--- config.mk ---
export PLATFORM = sky130hd
export DESIGN_NAME = v3alu_comb
export DESIGN_NICKNAME = d
export VERILOG_FILES = /design/src/sv/assert_macros.svh /design/src/sv/v3alu_pkg.sv /design/src/sv/v3alu_comb.sv
export SDC_FILE = /design/constraint.sdc
export NUM_CORES = 2
export LEC_CHECK = 0
export BUFFER_PORTS_ARGS = -buffer_cell sky130_fd_sc_hd__buf_2
export CELL_PAD_IN_SITES_DETAIL_PLACEMENT = 1
export CELL_PAD_IN_SITES_GLOBAL_PLACEMENT = 2
export CORE_UTILIZATION = 30
export DETAILED_ROUTE_END_ITERATION = 8
export GPL_ROUTABILITY_DRIVEN = 0
export HOLD_SLACK_MARGIN = 0.06
export PLACE_DENSITY_LB_ADDON = 0.1
export SLEW_MARGIN = 10
export SYNTH_ARGS = -nofsm -noshare
export SYNTH_HDL_FRONTEND = slang
export SYNTH_SLANG_ARGS = --single-unit
export TNS_END_PERCENT = 50
--- constraint.sdc ---
create_clock -name clock -period 7.1 [get_ports clock]
set_input_delay 0.71 -clock clock [delete_from_list [all_inputs] [get_ports clock]]
set_output_delay 0.71 -clock clock [all_outputs]
set_load 0.02 [all_outputs]
--- src/sv/assert_macros.svh ---
// ----------------------------------------------------------------------------
// assert_macros.svh
// shared assertion macros
// ----------------------------------------------------------------------------
`ifndef ASSERT_MACROS_SVH
`define ASSERT_MACROS_SVH

// property holds at every clock edge outside reset
`define V3_ASSERT(lbl, clk, rst, prop, msg) \
   lbl: assert property (@(posedge clk) disable iff (rst) (prop)) else $error(msg);

// consequent holds in the cycle after the antecedent
`define V3_ASSERT_NEXT(lbl, clk, rst, pre, post, msg) \
   lbl: assert property (@(posedge clk) disable iff (rst) (pre) |=> (post)) else $error(msg);

`endif

--- src/sv/v3alu_pkg.sv ---
// ----------------------------------------------------------------------------
// v3alu_pkg
// types, codes and helpers of the vector alu
// ----------------------------------------------------------------------------
package v3alu_pkg;

   localparam int FRAC_BITS  = 16;
   localparam int SQRT_STEPS = 32;
   localparam int Q_BITS     = FRAC_BITS + 1;
   localparam int DIV_W      = 33 + FRAC_BITS;
   localparam int LATENCY    = 3 + SQRT_STEPS + Q_BITS;

   localparam logic [3:0] FN_NEG    = 4'd0;
   localparam logic [3:0] FN_ADD    = 4'd1;
   localparam logic [3:0] FN_SUB    = 4'd2;
   localparam logic [3:0] FN_SCALE  = 4'd3;
   localparam logic [3:0] FN_DOT    = 4'd4;
   localparam logic [3:0] FN_CROSS  = 4'd5;
   localparam logic [3:0] FN_LENSQ  = 4'd6;
   localparam logic [3:0] FN_LEN    = 4'd7;
   localparam logic [3:0] FN_NORM   = 4'd8;
   localparam logic [3:0] FN_EQ     = 4'd9;
   localparam logic [3:0] FN_ISZERO = 4'd10;
   localparam logic [3:0] FN_ISUNIT = 4'd11;

   localparam logic [30:0] TOL_RESET = 31'd66;
   localparam logic signed [65:0] SAT_HI = 66'sd2147483647;
   localparam logic signed [65:0] SAT_LO = -66'sd2147483648;

   typedef struct packed {
      logic [3:0]         func;
      logic signed [31:0] a_x;
      logic signed [31:0] a_y;
      logic signed [31:0] a_z;
      logic signed [31:0] b_x;
      logic signed [31:0] b_y;
      logic signed [31:0] b_z;
      logic signed [31:0] scale_factor;
   } req_type;

   typedef struct packed {
      logic signed [31:0] res_x;
      logic signed [31:0] res_y;
      logic signed [31:0] res_z;
      logic signed [31:0] res_scalar;
      logic               test_true;
      logic               overflow;
   } rsp_type;

   typedef struct packed {
      logic [3:0]       func;
      logic [2:0][31:0] a;
      logic [2:0][31:0] b;
      logic [5:0][63:0] prod;
   } mul_type;

   typedef struct packed {
      logic             is_len;
      logic             is_norm;
      rsp_type          res;
      logic [63:0]      sum_sq;
      logic [2:0][31:0] mag;
      logic [2:0]       neg;
      logic [31:0]      root;
   } tok_type;

   typedef struct packed {
      logic [31:0] val;
      logic        ov;
   } sat_type;

   function automatic sat_type sat32(input logic signed [65:0] v);
      sat_type r;
      if (v > SAT_HI) begin
         r.val = 32'h7fff_ffff;
         r.ov  = 1'b1;
      end else if (v < SAT_LO) begin
         r.val = 32'h8000_0000;
         r.ov  = 1'b1;
      end else begin
         r.val = v[31:0];
         r.ov  = 1'b0;
      end
      return r;
   endfunction

endpackage

--- src/sv/v3alu_comb.sv ---
// ----------------------------------------------------------------------------
// v3alu_comb
// sums, scaling, saturation and tolerance tests, registered
// ----------------------------------------------------------------------------
module v3alu_comb (
   input  logic                clock,
   input  logic                reset,
   input  logic                in_valid,
   input  v3alu_pkg::mul_type  in_data,
   input  logic [30:0]         tolerance,
   output logic                out_valid,
   output v3alu_pkg::tok_type  out_data
);

   logic signed [65:0] a_e [3];
   logic signed [65:0] b_e [3];
   logic signed [65:0] p_e [6];
   logic signed [65:0] d   [3];
   logic [65:0]        ad  [3];
   logic [65:0]        az  [3];
   logic [63:0]        sum_sq;
   logic [63:0]        sq_q;
   logic [63:0]        ud;
   logic [63:0]        one;
   v3alu_pkg::sat_type sv [3];
   v3alu_pkg::sat_type ss;
   logic               test;
   v3alu_pkg::tok_type tok_in;
   v3alu_pkg::tok_type tok_ff;
   logic               valid_ff;

   always_comb begin
      for (int i = 0; i < 3; i++) begin
         a_e[i] = 66'($signed(in_data.a[i]));
         b_e[i] = 66'($signed(in_data.b[i]));
         d[i]   = a_e[i] - b_e[i];
         ad[i]  = d[i][65] ? 66'(-d[i]) : 66'(d[i]);
         az[i]  = a_e[i][65] ? 66'(-a_e[i]) : 66'(a_e[i]);
      end
      for (int i = 0; i < 6; i++) begin
         p_e[i] = 66'($signed(in_data.prod[i]));
      end
      sum_sq = in_data.prod[3] + in_data.prod[4] + in_data.prod[5];
      sq_q   = sum_sq >> v3alu_pkg::FRAC_BITS;
      one    = 64'd1 << v3alu_pkg::FRAC_BITS;
      ud     = (sq_q >= one) ? (sq_q - one) : (one - sq_q);
      for (int i = 0; i < 3; i++) begin
         sv[i] = '0;
      end
      ss     = '0;
      test   = 1'b0;
      tok_in = '0;
      case (in_data.func)
         v3alu_pkg::FN_NEG: begin
            for (int i = 0; i < 3; i++) sv[i] = v3alu_pkg::sat32(-a_e[i]);
         end
         v3alu_pkg::FN_ADD: begin
            for (int i = 0; i < 3; i++) sv[i] = v3alu_pkg::sat32(a_e[i] + b_e[i]);
         end
         v3alu_pkg::FN_SUB: begin
            for (int i = 0; i < 3; i++) sv[i] = v3alu_pkg::sat32(d[i]);
         end
         v3alu_pkg::FN_SCALE: begin
            for (int i = 0; i < 3; i++) begin
               sv[i] = v3alu_pkg::sat32(p_e[i] >>> v3alu_pkg::FRAC_BITS);
            end
         end
         v3alu_pkg::FN_DOT: begin
            ss = v3alu_pkg::sat32((p_e[0] + p_e[1] + p_e[2]) >>> v3alu_pkg::FRAC_BITS);
         end
         v3alu_pkg::FN_CROSS: begin
            sv[0] = v3alu_pkg::sat32((p_e[0] - p_e[1]) >>> v3alu_pkg::FRAC_BITS);
            sv[1] = v3alu_pkg::sat32((p_e[2] - p_e[3]) >>> v3alu_pkg::FRAC_BITS);
            sv[2] = v3alu_pkg::sat32((p_e[4] - p_e[5]) >>> v3alu_pkg::FRAC_BITS);
         end
         v3alu_pkg::FN_LENSQ: begin
            ss = v3alu_pkg::sat32($signed({2'b00, sq_q}));
         end
         v3alu_pkg::FN_LEN: begin
            tok_in.is_len = 1'b1;
         end
         v3alu_pkg::FN_NORM: begin
            tok_in.is_norm = 1'b1;
         end
         v3alu_pkg::FN_EQ: begin
            test = (ad[0] <= 66'(tolerance)) && (ad[1] <= 66'(tolerance)) &&
                   (ad[2] <= 66'(tolerance));
         end
         v3alu_pkg::FN_ISZERO: begin
            test = (az[0] <= 66'(tolerance)) && (az[1] <= 66'(tolerance)) &&
                   (az[2] <= 66'(tolerance));
         end
         v3alu_pkg::FN_ISUNIT: begin
            test = ud <= 64'(tolerance);
         end
         default: begin
         end
      endcase
      tok_in.res.res_x      = sv[0].val;
      tok_in.res.res_y      = sv[1].val;
      tok_in.res.res_z      = sv[2].val;
      tok_in.res.res_scalar = ss.val;
      tok_in.res.test_true  = test;
      tok_in.res.overflow   = sv[0].ov | sv[1].ov | sv[2].ov | ss.ov;
      tok_in.sum_sq         = sum_sq;
      for (int i = 0; i < 3; i++) begin
         tok_in.mag[i] = in_data.a[i][31] ? 32'(-in_data.a[i]) : in_data.a[i];
         tok_in.neg[i] = in_data.a[i][31];
      end
   end

   always_ff @(posedge clock) begin
      if (reset) begin
         valid_ff <= 1'b0;
      end else begin
         valid_ff <= in_valid;
      end
   end

   always_ff @(posedge clock) begin
      tok_ff <= tok_in;
   end

   assign out_valid = valid_ff;
   assign out_data  = tok_ff;

endmodule

**After elaboration in Yosys (flattened, before gate mapping)**

Cells that the tools add are included.

- Register bits after elaboration: 296
- Input bits: 614
- Output and inout bits: 328
- Word-level logic and storage cells: 149

- Bitwise gates (word level): 3
- Equality and inequality tests: 11
- Reduce and logical (&&, ||, !) cells: 5
- Muxes and demuxes: 48
- Add/sub/neg operators: 24
- $lt $le $gt $ge: 41

Operators with widths:

| kind | count |
|---|---|
| 33-bit two-way mux | 33 |
| 99-bit one-hot mux with 5 select lines | 1 |
| 66-bit by 31-bit <= comparator with 1-bit output | 6 |
| 66-bit two-way mux | 6 |
| 33-bit by 32-bit > comparator with 1-bit output (second input constant) | 6 |
| 66-bit by 32-bit > comparator with 1-bit output (second input constant) | 3 |
| 33-bit by 32-bit < comparator with 1-bit output (second input constant) | 6 |
| 66-bit by 32-bit < comparator with 1-bit output (second input constant) | 3 |
| 32-bit negator with 66-bit output | 3 |
| 33-bit negator with 66-bit output | 3 |
| 64-bit by 64-bit subtractor with 65-bit output | 3 |
| 49-bit by 32-bit > comparator with 1-bit output (second input constant) | 3 |
| 49-bit by 32-bit < comparator with 1-bit output (second input constant) | 3 |
| 48-bit by 32-bit > comparator with 1-bit output (second input constant) | 3 |
| 48-bit by 32-bit < comparator with 1-bit output (second input constant) | 3 |
| 64-bit adder | 2 |
| 32-bit by 32-bit adder with 33-bit output | 3 |
| 32-bit by 32-bit subtractor with 33-bit output | 3 |
| 32-bit negator | 3 |
| 31-bit two-way mux | 3 |
| 65-bit by 64-bit adder with 66-bit output | 1 |
| 33-bit one-hot mux with 2 select lines | 1 |
| 64-bit by 64-bit adder with 65-bit output | 1 |
| 64-bit by 31-bit <= comparator with 1-bit output | 1 |
| 16 further kinds | 29 |

**Longest topological paths before layout**

- Depth after elaboration: 8
- Depth in mapped cells: 37
- Mapped depth without buffers: 36

**Worst setup path after synthesis**

Ideal clock, no wire load.

- Kind: input to register
- From: input in_data[193] in the netlist's numbering
- To: register tok_ff (netlist bit out_data[196])
- Setup slack: -0.274 ns
- Stages: 32
- Data required time: 7.016 ns
- Setup time: 0.084 ns
- Data arrival time: 7.290 ns
- Path buffers: 1
- Cell sequence: fa_1 ha_1 inv_1 fa_1 nand2b_1 a21o_1 a211o_1 a31oi_1 o21ai_0 o41ai_1 xor2_1 or2_2 or4b_1 nand3b_1 clkbuf_1 a21oi_1 xor2_1 ha_1 a21o_1 a21o_1 a21o_1 a21oi_1 nor2b_1 o21ai_0 a21oi_1 o221ai_1 a31oi_1 o21ai_0 o311ai_0 a2111oi_0 nand4b_1 o31ai_2

- Cells in the longest elaborated chain, start to end: 6
- Elaborated cells on any way between the ends: 8
- Those cells by class: add/sub: 4; order compare: 2; mux: 2

Ends and longest elaborated chain:

| item | RTL line | RTL |
|---|---|---|
| from (decl) | v3alu_comb.sv:9 | `input v3alu_pkg::mul_type in_data,` |
| 64-bit adder * (2 in series) | v3alu_comb.sv:43 | `sum_sq = in_data.prod[3] + in_data.prod[4] + in_data.prod[5];` |
| via sum_sq[59] | v3alu_comb.sv:21 | `logic [63:0] sum_sq;` |
| 17-bit by 48-bit subtractor with 49-bit output (tied with other cells) | v3alu_comb.sv:46 | `ud = (sq_q >= one) ? (sq_q - one) : (one - sq_q);` |
| 64-bit two-way mux * | v3alu_comb.sv:46 |  |
| 64-bit by 31-bit <= comparator with 1-bit output * | v3alu_comb.sv:94 | `test = ud <= 64'(tolerance);` |
| 1-bit one-hot mux with 3 select lines * | v3alu_comb.sv:53 | `case (in_data.func)` |
| via test | v3alu_comb.sv:27 | `logic test;` |
| to (signal assigned) | v3alu_comb.sv:121 | `tok_ff <= tok_in;` |
| to (decl) | v3alu_comb.sv:29 | `v3alu_pkg::tok_type tok_ff;` |

Mark *: on every way through the listed nets, which the timed path passes. The rest lies on a longest branch.
A chain may end at the register's enable or synchronous reset.

**Worst setup path after layout**

- From: input in_data[213] in the netlist's numbering
- To: register tok_ff (netlist bit out_data[196])

- Cells in the longest elaborated chain, start to end: 6
- Elaborated cells on any way between the ends: 8
- Those cells by class: add/sub: 4; order compare: 2; mux: 2

Ends and longest elaborated chain:

| item | RTL line |
|---|---|
| 64-bit adder * (2 in series) | v3alu_comb.sv:43 |
| 17-bit by 48-bit subtractor with 49-bit output (tied with other cells) | v3alu_comb.sv:46 |
| 64-bit two-way mux * | v3alu_comb.sv:46 |
| 64-bit by 31-bit <= comparator with 1-bit output * | v3alu_comb.sv:94 |
| 1-bit one-hot mux with 3 select lines * | v3alu_comb.sv:53 |
| via test | v3alu_comb.sv:27 |

Marks and branches as above.

==> insert_results.sql <==
INSERT INTO impl_metrics (metric_group, metric, value, unit) VALUES
('placement', 'dp.cells', '11900', ''),
('sta', 'finalSetupViolCount', '0', ''),
('synthesis', 'area_share_of_the_leading_cell_type_in_the_synthesized_netlist', '18.3', '%'),
('hold_path', 'hp-class', 'primary input to register', ''),
('setup_path', 'crit_required', '7.72', 'ns'),
('synthesis', 'synth_ff_type', 'dfxtp_1', ''),
('sta', 'fmax', '145', 'MHz'),
('sta', 'final.min_clock_period', '6.88', 'ns'),
('drt', 'met2_layer_wire_length_in_the_routed_design', '162000', 'microns'),
('setup_path', 'critPathArrivalTime', '7.50', 'ns'),
('global_route', 'grt_antenna_before_repair', '51', ''),
('status', 'status', 'complete, no violations', ''),
('cts', 'htree_levels', '2', ''),
('synthesis', 'synth_commonest_cells', 'a21oi_1 (869), ha_1 (842), nor2_1 (590), inv_1 (557), nand2_1 (532)', ''),
('final_layout', 'area_growth_from_synthesis_to_layout', '27.3', '%'),
('sta', 'timing.max_slew.rel_slack', '18.8', '%'),
('placement', 'detailedPlacementHpwl', '325000', 'microns'),
('synthesis', 'ys_async_rst_share', '0', '%'),
('hold_path', 'worst_hold_path.num_cells', '2', ''),
('drt', 'dr.first_iter.drc_count', '5834', ''),
('synthesis', 'synthesis.yosys.warnings', '0', ''),
('pwr', 'leakage', '34.5', 'nW'),
('global_route', 'via_count_of_the_first_global_routing_pass', '70400', ''),
('sta', 'worst-slew-pin-transition', '1.20', 'ns'),
('final_layout', 'utilization', '38.5', '%'),
('sta', 'setup_slack', '0.224', 'ns'),
('placement', 'buffer_ports.inserted', '909', ''),
('floorplanning', 'die_area', '193000', 'sq um'),
('drt', 'drt-total-wl', '376000', 'microns'),
('placement', 'dp_slack', '-1.12', 'ns'),
('sta', 'setup-tns-final', '0', 'ns'),
('cts', 'tritoncts.num_buffers', '43', ''),
('synthesis', 'synthDominantAreaCellType', 'ha_1', ''),
('synthesis', 'synth.yosys.seq_area_share', '10.3', '%'),
('job', 'max-cap-violations', '0', ''),
('floorplanning', 'die_h', '440', 'microns'),
('global_route', 'first_pass_grt_wire_length', '518000', 'microns'),
('global_route', 'grt_max_degree', '66', ''),
('synthesis', 'synth_cells', '7883', ''),
('final_layout', 'layout-drive-gt1-share', '22.5', '%'),
('sta', 'grt_setup_unrepaired', 'true', ''),
('setup_path', 'critical_path.startpoint_type', 'primary input', ''),
('drt', 'route.top_layer_used', 'met5', ''),
('floorplanning', 'initial_utilization', '30.2', '%'),
('synthesis', 'synth_area_leaders', 'ha_1 (18%), dfxtp_1 (10%), a21oi_1 (7.6%), xnor2_1 (6.9%), fa_1 (4.6%)', ''),
('setup_path', 'maximum_single_stage_delay_on_the_critical_path', '0.56', 'ns'),
('drt', 'drtAntennaViolNets', '0', ''),
('setup_path', 'end_kind', 'register', ''),
('cts', 'path_clk_slew', '0.06', 'ns'),
('global_route', 'global_route.usage.total', '37.2', '%'),
('floorplanning', 'placementRows', '160', ''),
('sta', 'fin_crit_sh', '96.9', '%'),
('global_route', 'globalRouteOverflowTotal', '0', ''),
('floorplanning', 'fp.coreArea', '190000', 'sq um'),
('drt', 'post-route-drc-count', '0', ''),
('cts', 'tritoncts', 'yes', ''),
('cts', 'clkSinkCount', '296', ''),
('floorplanning', 'die_x', '440', 'microns'),
('synthesis', 'post_synth_num_cell_types', '101', ''),
('synthesis', 'number_of_synthesized_flops_with_an_enable_pin', '0', ''),
('final_layout', 'layout.cells.non_filler', '12000', ''),
('setup_path', 'critPathMaxFanout', '9', ''),
('pwr', 'power.ir.vdd_worst', '0.210', 'mV'),
('synthesis', 'post_synth.cell_area_avg', '7.29', 'sq um'),
('drt', 'vias', '70600', ''),
('floorplanning', 'num_io_pins', '942', ''),
('drt', 'drt_first_pass_iters', '6', ''),
('drt', 'vias_per_cell', '5.88', ''),
('setup_path', 'path_class', 'primary input to register', ''),
('drt', 'detailroute.wirelength.met3', '25000', 'microns'),
('final_layout', 'fillerInstances', '23900', '');
## critical path: cells and delay by family
kind / cells / cell delay (ns)
compound gates: 14 / 2.68
xor+xnor: 2 / 0.38
fa+ha+maj: 3 / 1.13
buf+inv: 7 / 1.09
simple gates: 8 / 1.49
## final timing paths
check                   startpoint             to  slack (ns)
worst max-delay path  in_data[213]  out_data[196]        0.22
worst min-delay path         reset      out_valid        0.15
## flip-flops by register name, summed over array words and instances (netlist names)
register	flops
out_data	295
out_valid	1
## layout make-up
class / count / share of cell area (%)
antenna: 23 / 0.0787
clock buffer: 54 / 1.61
multi-input combinational: 6678 / 66.3
clock inverter: 25 / 0.407
timing repair buffer: 1873 / 16.3
sequential: 296 / 8.10
inverter: 557 / 2.87
tap: 2511 / 4.29
## routing by layer
metal	vias to the layer above	GRT usage (%)
met5	-	0
met4	30	28.8
met3	844	5.76
met2	2914	57.0
met1	34900	46.5
li1	31900	-
## power by group
group | switching, mW | internal (mW)
Clock | 1.09 | 1.31
Combinational | 6.47 | 3.80
Sequential | 0.200 | 1.99
Total | 7.77 | 7.10
## cells in the final DEF, fill, tap and decap left out, types with 129 or more instances in the layout
cell,n
buf_4,953
buf_2,905
a21oi_1,851
ha_1,835
nor2_1,584
inv_1,553
nand2_1,531
xnor2_1,447
o21ai_0,425
dfxtp_1,296
a21o_1,230
nand4_1,209
xor2_1,199
nor3_1,192
nand3_1,187
fa_1,132
nor4_1,129
## cell families (layout without fill, tap and decap cells)
kind of cell	count (synthesis)	after routing	synth area share (%)
muxes	19	19	0.344
adders and majority gates	975	975	23.0
AOI/OAI and AO/OA	2513	2513	27.8
buffers and inverters	940	2509	6.44
and+or+nand+nor	2487	2487	22.2
DFF	296	296	10.3
xor gates and xnor gates	652	652	9.94
other	1	55	0.00653
## per-stage QoR
| stage | power [mW] | instance area, sq um | hold WS [ns] |
|---|---|---|---|
| after floorplan | 7.33 | 57700 | 0.738 |
| after global placement | 11.9 | 71100 | 0.869 |
| after detailed placement | 12.0 | 71100 | 0.869 |
| after CTS | 14.5 | 72700 | 0.115 |
| after global routing | 15.5 | 73100 | 0.156 |
| final | 14.9 | 73200 | 0.148 |
## timing repair
item / 4_1_cts / 5_1_grt
cloned: 0 / 0
hold buffers: 0 / 0
setup endpoints to repair: 1 / 1
pin swaps: 11 / 47
gates resized for setup: 16 / 74
setup buffers: 1 / 13
(Power assumes the default switching activity.)
